<file path="src/rtl/core/bpa_pkg.sv">
package bpa_pkg;

  // block geometry
  localparam int BLOCK_BYTES      = 4096;
  localparam int BLK_SHIFT        = $clog2(BLOCK_BYTES);
  localparam int BLK_NUM_W        = 32 - BLK_SHIFT;
  localparam int BITMAP_WORDS_DEF = 1024;

  // scan limit register
  localparam int              WIU_W     = 11;
  localparam logic [WIU_W-1:0] WIU_RESET = 11'd1024;

  localparam logic [31:0] FULL_WORD = 32'hffff_ffff;

  // request kinds
  typedef enum logic [1:0] {
    KIND_ALLOC     = 2'd0,
    KIND_FREE      = 2'd1,
    KIND_MARK_USED = 2'd2,
    KIND_MARK_FREE = 2'd3
  } kind_e;

  // controller states
  typedef enum logic [3:0] {
    S_CLEAR,
    S_IDLE,
    S_A_READ,
    S_A_CHECK,
    S_F_CHECK,
    S_F_READ,
    S_F_WRITE,
    S_M_SETUP,
    S_M_SEG,
    S_M_READ,
    S_M_WRITE,
    S_FINISH
  } state_e;

  // controller to datapath
  typedef struct packed {
    logic load_req;
    logic ptr_clear;
    logic ptr_inc;
    logic ptr_free;
    logic ptr_seg;
    logic rd_en;
    logic wr_clear;
    logic wr_alloc;
    logic wr_free;
    logic wr_mark;
    logic seg_first;
    logic seg_second;
    logic res_ok;
    logic res_alloc;
    logic out_load;
  } bpa_cmd_t;

  // datapath to controller
  typedef struct packed {
    kind_e in_kind;
    logic  clr_last;
    logic  lim_zero;
    logic  scan_last;
    logic  word_full;
    logic  misaligned;
    logic  beyond_cap;
    logic  seg_empty;
    logic  seg_more;
    logic  word_last;
    logic  out_busy;
  } bpa_status_t;

endpackage

</file>
<file path="src/rtl/core/bpa_ctrl.sv">
module bpa_ctrl
  import bpa_pkg::*;
(
  input  logic        clk_i,
  input  logic        rst_ni,
  input  logic        in_valid_i,
  output logic        in_stall_o,
  input  bpa_status_t status_i,
  output bpa_cmd_t    cmd_o
);

  state_e state_q, state_d;

  // state register
  always_ff @(posedge clk_i or negedge rst_ni) begin
    if (!rst_ni) begin
      state_q <= S_CLEAR;
    end else begin
      state_q <= state_d;
    end
  end

  // next state
  always_comb begin
    state_d = state_q;
    unique case (state_q)
      S_CLEAR: begin
        if (status_i.clr_last) state_d = S_IDLE;
      end
      S_IDLE: begin
        if (in_valid_i) begin
          unique case (status_i.in_kind)
            KIND_ALLOC:                    state_d = S_A_READ;
            KIND_FREE:                     state_d = S_F_CHECK;
            KIND_MARK_USED, KIND_MARK_FREE: state_d = S_M_SETUP;
            default:                       state_d = S_IDLE;
          endcase
        end
      end
      S_A_READ: begin
        state_d = status_i.lim_zero ? S_FINISH : S_A_CHECK;
      end
      S_A_CHECK: begin
        if (!status_i.word_full || status_i.scan_last) state_d = S_FINISH;
        else state_d = S_A_READ;
      end
      S_F_CHECK: begin
        if (status_i.misaligned || status_i.beyond_cap) state_d = S_FINISH;
        else state_d = S_F_READ;
      end
      S_F_READ:  state_d = S_F_WRITE;
      S_F_WRITE: state_d = S_FINISH;
      S_M_SETUP: state_d = S_M_SEG;
      S_M_SEG: begin
        if (!status_i.seg_empty) state_d = S_M_READ;
        else if (!status_i.seg_more) state_d = S_FINISH;
      end
      S_M_READ: state_d = S_M_WRITE;
      S_M_WRITE: begin
        if (!status_i.word_last) state_d = S_M_READ;
        else if (status_i.seg_more) state_d = S_M_SEG;
        else state_d = S_FINISH;
      end
      S_FINISH: begin
        if (!status_i.out_busy) state_d = S_IDLE;
      end
      default: state_d = S_CLEAR;
    endcase
  end

  // command outputs
  always_comb begin
    cmd_o      = '0;
    in_stall_o = (state_q != S_IDLE);
    unique case (state_q)
      S_CLEAR: begin
        cmd_o.wr_clear = 1'b1;
        cmd_o.ptr_inc  = !status_i.clr_last;
      end
      S_IDLE: begin
        if (in_valid_i) begin
          cmd_o.load_req  = 1'b1;
          cmd_o.ptr_clear = 1'b1;
        end
      end
      S_A_READ: begin
        cmd_o.rd_en = !status_i.lim_zero;
      end
      S_A_CHECK: begin
        if (!status_i.word_full) begin
          cmd_o.wr_alloc  = 1'b1;
          cmd_o.res_alloc = 1'b1;
        end else if (!status_i.scan_last) begin
          cmd_o.ptr_inc = 1'b1;
        end
      end
      S_F_CHECK: begin
        cmd_o.ptr_free = 1'b1;
        cmd_o.res_ok   = !status_i.misaligned && status_i.beyond_cap;
      end
      S_F_READ: begin
        cmd_o.rd_en = 1'b1;
      end
      S_F_WRITE: begin
        cmd_o.wr_free = 1'b1;
        cmd_o.res_ok  = 1'b1;
      end
      S_M_SETUP: begin
        cmd_o.seg_first = 1'b1;
        cmd_o.res_ok    = 1'b1;
      end
      S_M_SEG: begin
        if (!status_i.seg_empty) cmd_o.ptr_seg = 1'b1;
        else cmd_o.seg_second = status_i.seg_more;
      end
      S_M_READ: begin
        cmd_o.rd_en = 1'b1;
      end
      S_M_WRITE: begin
        cmd_o.wr_mark = 1'b1;
        if (!status_i.word_last) cmd_o.ptr_inc = 1'b1;
        else cmd_o.seg_second = status_i.seg_more;
      end
      S_FINISH: begin
        cmd_o.out_load = !status_i.out_busy;
      end
      default: begin
        cmd_o = '0;
      end
    endcase
  end

endmodule

</file>
<file path="config.mk">
export PLATFORM = sky130hd
export DESIGN_NAME = bpa_ctrl
export DESIGN_NICKNAME = d
export VERILOG_FILES = /design/src/rtl/core/bpa_pkg.sv /design/src/rtl/core/bpa_ctrl.sv
export SDC_FILE = /design/constraint.sdc
export NUM_CORES = 1
export LEC_CHECK = 0
export BUFFER_PORTS_ARGS = -buffer_cell sky130_fd_sc_hd__buf_2
export CORE_MARGIN = 2
export CORE_UTILIZATION = 30
export CTS_CLUSTER_SIZE = 24
export DETAILED_ROUTE_END_ITERATION = 10
export PLACE_DENSITY = 0.52
export SLEW_MARGIN = 30
export SYNTH_ARGS = -nofsm -noshare
export SYNTH_HDL_FRONTEND = slang
export SYNTH_SLANG_ARGS = --single-unit
</file>
<file path="constraint.sdc">
create_clock -name clk_i -period 3.8 [get_ports clk_i]
set_input_delay 0.38 -clock clk_i [delete_from_list [all_inputs] [get_ports clk_i]]
set_output_delay 0.38 -clock clk_i [all_outputs]
set_load 0.01 [all_outputs]
</file>
==> run metrics, run 1 <==
final setup skew=0.947 ps; total track usage=0.147; first-pass GRT wire length=2880 um; DR vias/cell=5.39; share of Yosys cell area claimed by the top area cell type=0.155; status=completed; Avg Cell Area, Syn=7.49 um^2; WS Path Type=reg2out; initial core utilization=0.322; CP Data Arrival Time=1930 ps; minimum clock period=2310 ps; leakage dissipation=0.372 nW; max_slew headroom=0.518; Post-Syn Instances=86; Detail Route Antenna Nets=0; yosys warns=0; CTS sink cnt=4; Die H=50.3 um; final WL=1830 um; post-cts resize count=0; Reg area=100 um^2; syn_nets=101; core region area=2000 um^2; io pins=31; RD Place Congestion=0.810; drt wl/cell=13.5 um; CTS buffer count=3; Main synth FF type=dfrtp_1; Tcrit/Tclk final=0.609; Total Power=0.000579 W; VDD IR max=0.311 mV; RSZ-0062 raised after global routing=no; vias in the first global route=663; Clock Tree Root=clkbuf_4; clock slew at reported path FFs=40 ps; area delta synth->final=21.2%; via count=733; Max-cap violations=0; Critical Path RT=3420 ps; register area share after synthesis=0.155; number of I/O port buffers=30; Critical Path Fanout Max=21; # setup viols final=0; power per cell area=741 nW/um^2; Reg with most FFs=state_q; Placement Rows=16; sequential share of power=0.299; FILL cells=244; Post-synth ARST share=1.00; initial drt markers=11; initial antenna violation count=0; later-pin clock latency in the skew report=230 ps; residual DRC count=0; type of the worst min-delay path=in2reg; post-synth cell types=40; critical path's slowest cell=dfrtp_1; Max Fclk=432 MHz; Top Registers=state_q (4); Post-CTS Hold Buffers=1; Int Power=0.000273 W; area of the multi-input gates=449 um^2; Post-CTS Setup Bufs=0; Core Util, Final=0.390; Final Max Tran Viols=0; Post-synth EDFFs=0; Largest register FFs=4; Final #Nets=126; crit-path cells=or2_1, or4_4, o21ai_0, buf_2; NetSw=0.000306 W; Max Root-Sink Buffers=2; Synth area leader=dfrtp_1; Ant. Diodes=0; Clk network pwr share=0.092; Final Hold Fails=0; layout cells sized above 1=0.385; CP startpoint kind=flip-flop; synthesized flop and latch total=4; Worst Max-Slew Pin Slew=723 ps; cell area after synthesis=644 um^2; total grt overflow=0; die area=2530 um^2; CTS tree=built; DRT Pass-1 Iters=4; Area contributors post-synth=dfrtp_1, nand2b_1, nor2_1; pin count of the biggest net entering global routing=23; switching part of the total=0.528; Die W=50.3 um; placed wire-length estimate=1340 um; Post-Route Setup TNS=0 ps; Largest stage delay, worst path=600 ps; Critical Path Sink Type=output pin; H-tree levels=1; Comb power frac=0.609
## cells in the mapped netlist, types with 3 or more instances
cell type / count
nand2_1: 3
buf_2: 3
nor2_1: 9
buf_4: 3
inv_1: 4
nand2b_1: 6
dfrtp_1: 4
a31oi_1: 5
o21ai_0: 3
buf_6: 3
nor3_1: 5
## metal layers
metal  up-vias  track usage  share of wire
met1       322        0.192           0.44
met4         0       0.0721          0.013
li1        366            -              -
met2        43        0.232           0.46
met5         -            0              0
met3         2       0.0268          0.082
## path summary, 6_finish.rpt
| path | depth (start not counted) | start | end | slack [ps] |
|---|---|---|---|---|
| setup reg to reg | 4 | state_q[1] | state_q[3] | 1960 |
| hold reg to reg | 3 | state_q[2] | state_q[1] | 990 |
| max in group asynchronous | 2 | rst_ni | state_q[0] | 3210 |
| setup / recovery | 4 | state_q[3] | cmd_o[12] | 1490 |
| hold / removal | 3 | status_i[0] | state_q[1] | 440 |
| min in group asynchronous | 2 | rst_ni | state_q[2] | 480 |
## critical path: cells and delay by family, from the launching register on
kind            cells  cell delay (ps)
buf+inv             1              160
simple gates        2              850
flops               1              600
compound gates      1               90
## cells by family after synthesis
family	count (synthesis)	share of synthesized area
buf+inv	15	0.148
compound gates	23	0.262
xor+xnor	1	0.0136
flops	4	0.155
mux	3	0.0485
simple gates	40	0.373
## per-stage QoR
stage	setup WS [ps]	instances	instance area (um^2)	hold WS, ps
global placement	1760	132	748	187
finish	1490	136	781	443
detailed placement	1750	132	748	190
CTS	1500	136	781	436
global route	1390	136	781	457
floorplan	2050	86	644	84.4
## cells in the final DEF (no fill, tap or decap), types with 3 or more instances in the layout
| cell | Yosys | routed |
|---|---|---|
| nor3_1 | 5 | 5 |
| clkbuf_4 | 0 | 3 |
| nand2b_1 | 6 | 6 |
| o21ai_0 | 3 | 3 |
| dfrtp_1 | 4 | 4 |
| nor2_1 | 9 | 9 |
| a31oi_1 | 5 | 5 |
| nand2_1 | 3 | 3 |
| buf_2 | 3 | 30 |
| inv_1 | 4 | 4 |
## power groups by stage
stage,sequential [W],combinational [W],clock [W]
2_1_floorplan,0.0000768,0.000392,0
3_3_place_gp,0.000172,0.000357,0
3_5_place_dp,0.000172,0.000353,0
4_1_cts,0.000170,0.000356,0.0000563
5_1_grt,0.000186,0.000393,0.0000575
6_report,0.000173,0.000352,0.0000533
## cell type report
class | instances | share of cell area
Clock buffer | 3 | 0.0288
Inverter | 4 | 0.0192
Multi-Input combinational cell | 67 | 0.575
Sequential cell | 4 | 0.128
Tap cell | 27 | 0.0433
Timing Repair Buffer | 31 | 0.205
Note: power is estimated with default switching activity, not from simulation.
==> inputs of run 2 (changes only) <==
--- a/config.mk
+++ b/config.mk
@@ -5,6 +5,7 @@
 export SDC_FILE = /design/constraint.sdc
 export NUM_CORES = 1
 export LEC_CHECK = 0
+export ABC_AREA = 1
 export BUFFER_PORTS_ARGS = -buffer_cell sky130_fd_sc_hd__buf_2
 export CORE_MARGIN = 2
 export CORE_UTILIZATION = 30
==> constraint.sdc (replaced) <==
create_clock -name clk_i -period 2.3 [get_ports clk_i]
set_input_delay 0.23 -clock clk_i [delete_from_list [all_inputs] [get_ports clk_i]]
set_output_delay 0.23 -clock clk_i [all_outputs]
set_load 0.01 [all_outputs]
==> run 2 against run 1 <==
Die area shrank 2.9%; via count shrank 0.82%; utilization grew 2.7 points; largest power group unchanged; sequential share of layout area shrank 0.59 points; area after synthesis shrank 3.1%; sequential power shrank 3%; highest routed layer is now met3.
==> run metrics, run 2 <==
status=completed; DRT Pass-1 Iters=4 (unchanged); Critical Path Sink=cmd_o[3]; delay-heaviest family, CP=simple AND/OR/NAND/NOR gates; die area=2460 um^2 (-2.9%); placed wire-length estimate=1360 um (+1.6%); type of the worst min-delay path=in2reg; final setup skew=2.26 ps (+1.32 ps); critical path's slowest cell=dfrtp_1; crit-path cells=nor2_2, nand3_1, o21ai_0, nand2_1, nor2_1, buf_2; pin count of the biggest net entering global routing=9 (-61%); Max Root-Sink Buffers=2 (unchanged); vias in the first global route=610 (-8.0%); VDD IR max=0.654 mV (+110%); Final #Nets=160 (+27%); WS Path Type=reg2out; leakage dissipation=0.499 nW (+34%); clock slew at reported path FFs=40 ps (about the same); most frequent cells in the layout=buf_2, nand2_1, nor2_1; Post-Syn Instances=112 (+30%); minimum clock period=1710 ps; Detail Route Antenna Nets=0 (unchanged); Max Fclk=585 MHz; first-pass GRT wire length=2530 um (-12%); CTS sink cnt=4 (unchanged); Largest stage delay, worst path=500 ps (-100 ps); Max-cap violations=0 (unchanged); initial core utilization=0.318 (-0.00364); # setup viols final=0 (unchanged); Synth area leader=nand2_1; Final Hold Fails=0 (unchanged); DR vias/cell=4.28 (-21%); placed cells=166 (+26%); min setup slack post-route=592 ps (-895 ps); total track usage=0.129 (-0.0179); core region area=1960 um^2 (-2.0%); initial antenna violation count=0 (unchanged); later-pin clock latency in the skew report=230 ps (about the same); FILL cells=241 (-1.2%); Main synth FF type=dfrtp_1; Die H=49.6 um (-1.4%); cell area after synthesis=624 um^2 (-3.1%); Avg Cell Area, Syn=5.57 um^2 (-26%); Critical Path RT=2070 ps (-1350 ps); Worst Max-Slew Pin Slew=357 ps (-366 ps); max_slew headroom=0.762 (+0.244); Worst Setup SP=state_q[1]; number of I/O port buffers=30 (unchanged); Clock Tree Root=clkbuf_4; most common cell after layout, fill and taps aside=buf_2; Critical Path Sink Type=output pin; io pins=31 (unchanged); area delta synth->final=31.1%; end of the worst register-to-register path=state_q[3]; Total Power=0.000933 W (+61%); Post-synth EDFFs=0 (unchanged); Reg with most FFs=state_q; Tcrit/Tclk final=0.743; cell count along the critical path=6 (+2); Final Max Tran Viols=0 (unchanged); worst reg-to-reg setup slack=970 ps (-990 ps); worst reg2reg path depth=7 (+3); H-tree levels=1 (unchanged); total grt overflow=0 (unchanged); Crit Reg-Reg Startpoint=state_q[1]; synthesized flop and latch total=4 (unchanged); post-synth cell types=22 (-45%); Post-Place Setup Slack=837 ps (-917 ps); Core Util, Final=0.417 (+0.0271); Top Registers=state_q (4); RSZ-0062 raised after global routing=no; via count=727 (-0.82%); CTS tree=built; Die W=49.6 um (-1.4%); fin cells=170 (+25%); Placement Rows=16 (unchanged); final WL=1580 um (-14%); RD Place Congestion=0.804 (-0.78%); CP Data Arrival Time=1480 ps (-450 ps); layout cells sized above 1=0.392 (+0.00629); power per cell area=1140 nW/um^2 (+54%); residual DRC count=0 (unchanged); syn_nets=127 (+26%); yosys warns=0 (unchanged); count leader, synth=nand2_1; register area share after synthesis=0.160 (+0.00498); Critical Path Fanout Max=8 (-62%); CTS buffer count=3 (unchanged); Ant. Diodes=0 (unchanged); drt wl/cell=9.29 um (-31%); Post-synth ARST share=1.00 (unchanged); Post-Route Setup TNS=0 ps (unchanged); share of Yosys cell area claimed by the top area cell type=0.162 (+0.00698); CP startpoint kind=flip-flop; Area contributors post-synth=nand2_1, dfrtp_1, nor2_1; synth cell count leaders=nand2_1, nor2_1, inv_1; Largest register FFs=4 (unchanged); initial drt markers=9 (-2); Buf/Inv on CP=1 (unchanged)
run 2: cell types whose count changed in the layout (fill, tap and decap cells not counted), moves of 6 or more:
cell | previous run | this run
inv_1 | 4 | 15
nand2_1 | 3 | 27
nand2_2 | 0 | 7
nand2b_1 | 6 | 0
nand3_1 | 2 | 9
nor2_1 | 9 | 21
nor2_2 | 0 | 6
run 2: how the worst min path moves through the flow:
stage / startpoint / to / slack [ps] / cells past startpoint
3_5_place_dp: rst_ni / state_q[0] / 40 / 1
6_report: status_i[0] / state_q[1] / 280 / 3
5_1_grt: status_i[0] / state_q[1] / 280 / 3
4_1_cts: status_i[0] / state_q[1] / 280 / 3
3_3_place_gp: rst_ni / state_q[0] / 40 / 1
2_1_floorplan: rst_ni / state_q[0] / -70 / 0
run 2: per-stage QoR:
stage / hold WS, ps / area (um^2)
2_1_floorplan: -65.6 / 624
3_3_place_gp: 37.4 / 786
6_report: 279 / 818
4_1_cts: 279 / 818
3_5_place_dp: 41.0 / 786
5_1_grt: 284 / 818
run 2: cells by family after synthesis:
logic type | count (synthesis) | synth area share
simple gates | 77 | 0.583
buf+inv | 23 | 0.156
compound gates | 8 | 0.100
flops | 4 | 0.160
run 2: tightest hold or removal path, delay by kind of cell:
family / cells / cell delay [ps]
buffers and inverters: 1 / 100
and+or+nand+nor: 2 / 150
run 2: final cells by class:
cell class,count,area [um^2],area share
Sequential cell,4,100,0.122
Clock buffer,3,22.5,0.0275
Multi-Input combinational cell,85,427,0.521
Inverter,20,75.1,0.0917
Tap cell,27,33.8,0.0413
Timing Repair Buffer,31,160,0.196
run 2: metal layers:
layer / track usage / share of wire / wire length [um] / up-vias
met5: 0 / 0 / 0 / -
met4: 0.0417 / 0 / 0 / 0
met3: 0.00909 / 0.037 / 58 / 0
met2: 0.227 / 0.50 / 792 / 18
met1: 0.167 / 0.46 / 729 / 306
li1: - / - / - / 403
run 2: repair_timing:
action | 4_1_cts | 5_1_grt
hold endpoints to repair | 4 | 0
setup buffers | 0 | 0
resized for setup | 0 | 0
hold buffers | 1 | 0
run 2: where the power goes:
part / internal [W] / leakage [nW] / switching, W
Clock: 0.0000584 / 0.0138 / 0.0000285
Combinational: 0.000242 / 0.435 / 0.000436
Sequential: 0.000105 / 0.0500 / 0.0000637
Total: 0.000405 / 0.499 / 0.000528
==> inputs of run 3 (changes only) <==
==> constraint.sdc (replaced) <==
create_clock -name clk_i -period 1.7 [get_ports clk_i]
set_input_delay 0.17 -clock clk_i [delete_from_list [all_inputs] [get_ports clk_i]]
set_output_delay 0.17 -clock clk_i [all_outputs]
set_load 0.01 [all_outputs]
==> run 3 against run 2 <==
Critical path type unchanged; clock skew hardly changed; critical endpoint is now cmd_o[9]; utilization is 1.5 points higher; routed wire length is 2.7% higher.
==> run metrics, run 3 (synthesis results as in run 2) <==
Placed Area=786 um^2 (unchanged); M1 wire length=714 um (-2.1%); Critical Path Sink=cmd_o[9]; core region area=1960 um^2 (unchanged); leakage dissipation=0.507 nW (+1.7%); Detail Route Antenna Nets=0 (unchanged); Reg with most FFs=state_q; first-pass GRT wire length=2530 um (unchanged); Critical Path Fanout Max=5 (-3); Worst Max-Slew Pin Slew=288 ps (-69.1 ps); via count=752 (+3.4%); most common cell after layout, fill and taps aside=buf_2; top layer in use=met3; Final Max Tran Viols=0 (unchanged); Max Root-Sink Buffers=2 (unchanged); Die H=49.6 um (unchanged); Critical Path RT=1530 ps (-540 ps); later-pin clock latency in the skew report=230 ps (about the same); # setup viols final=0 (unchanged); residual DRC count=0 (unchanged); initial core utilization=0.318 (unchanged); placed wire-length estimate=1360 um (unchanged); area delta synth->final=35.9%; post-route cell area=848 um^2 (+3.7%); Met2 Wirelength=827 um (+4.4%); Placement Rows=16 (unchanged); worst reg2reg path depth=8 (+1); max_slew headroom=0.808 (+0.0459); RSZ-0062 raised after global routing=no; Critical Path Sink Type=output pin; DRT Pass-1 Iters=4 (unchanged); CTS sink cnt=4 (unchanged); number of I/O port buffers=30 (unchanged); Clock Tree Root=clkbuf_4; Ant. Diodes=0 (unchanged); Tcrit/Tclk final=0.927; most frequent cells in the layout=buf_2, nand2_1, nor2_1; end of the worst register-to-register path=state_q[3]; pin count of the biggest net entering global routing=9 (unchanged); WS Path Type=reg2out; layout cells sized above 1=0.428 (+0.0360); Post-Route Setup TNS=0 ps (unchanged); initial drt markers=5 (-4); CP Data Arrival Time=1410 ps (-70 ps); total grt overflow=0 (unchanged); final WL=1620 um (+2.7%); Top Registers=state_q (4); total track usage=0.129 (unchanged); final setup skew=2.23 ps (-0.0343 ps); CP startpoint kind=flip-flop; Die W=49.6 um (unchanged); Max Fclk=634 MHz; Met3 Routed Length=80 um (+38%); clock slew at reported path FFs=40 ps (about the same); power per cell area=1570 nW/um^2 (+37%); minimum clock period=1580 ps; Largest register FFs=4 (unchanged); drt wl/cell=9.42 um (+1.5%); status=completed; RD Place Congestion=0.803 (about the same); die area=2460 um^2 (unchanged); Final Hold Fails=0 (unchanged); io pins=31 (unchanged); initial antenna violation count=0 (unchanged); Max-cap violations=0 (unchanged); VDD IR max=0.867 mV (+32%); vias in the first global route=610 (unchanged); Core Util, Final=0.432 (+0.0153); CTS tree=built; type of the worst min-delay path=in2reg; DR vias/cell=4.37 (+2.2%); Final #Nets=162 (+1.3%); Worst Setup SP=state_q[0]; CTS buffer count=3 (unchanged); worst reg-to-reg setup slack=330 ps (-640 ps); Crit Reg-Reg Startpoint=state_q[0]; H-tree levels=1 (unchanged)
-- run 3: cell count changes in the layout (fill, tap and decap cells not counted), sizes merged --
| cell | previous run | this run |
|---|---|---|
| buf | 30 | 32 |
-- run 3: worst min path at each step --
stage / from / to / slack (ps) / cells past startpoint
2_1_floorplan: rst_ni / state_q[0] / -130 / 0
3_3_place_gp: rst_ni / state_q[0] / -20 / 1
3_5_place_dp: rst_ni / state_q[0] / -20 / 1
4_1_cts: status_i[0] / state_q[1] / 220 / 3
5_1_grt: status_i[0] / state_q[1] / 220 / 3
6_report: status_i[0] / state_q[1] / 220 / 3
-- run 3: stage by stage --
stage                     setup slack, ps  cells  power [W]  hold slack, ps
after floorplan                       402    112   0.000936            -126
after global placement                304    166    0.00116           -22.6
after detailed placement              297    166    0.00115           -19.0
after CTS                            44.7    170    0.00127             219
after global routing                 8.93    172    0.00147             221
final                                 124    172    0.00133             222
-- run 3: layout make-up --
cell class / instances / area [um^2]
Tap cell: 27 / 33.8
Timing Repair Buffer: 33 / 175
Multi-Input combinational cell: 85 / 439
Clock buffer: 3 / 22.5
Inverter: 20 / 75.1
Fill cell: 241 / 1110
Sequential cell: 4 / 103
-- run 3: power by group --
group          total, W  internal [W]  switching [W]  leakage, nW
Clock          0.000117     0.0000790      0.0000382       0.0138
Combinational  0.000971      0.000364       0.000607        0.446
Sequential     0.000241      0.000146      0.0000947       0.0476
-- run 3: critical path, cell delays in order (launching register included) --
cell	delay, ps
dfrtp_1	450
inv_2	130
nand2_1	140
nor2_2	160
inv_1	50
o21bai_1	100
buf_2	140
-- run 3: routing by layer --
layer | up-vias | GRT usage
met3 | 0 | 0.00909
met5 | - | 0
met1 | 325 | 0.167
met4 | 0 | 0.0417
met2 | 17 | 0.227
li1 | 410 | -
-- run 3: what timing repair did --
item / in CTS / in global routing
hold endpoints to repair: 4 / 0
resized for setup: 0 / 5
hold buffers: 1 / 0
buffers inserted: 0 / 2
setup endpoints to repair: 0 / 3
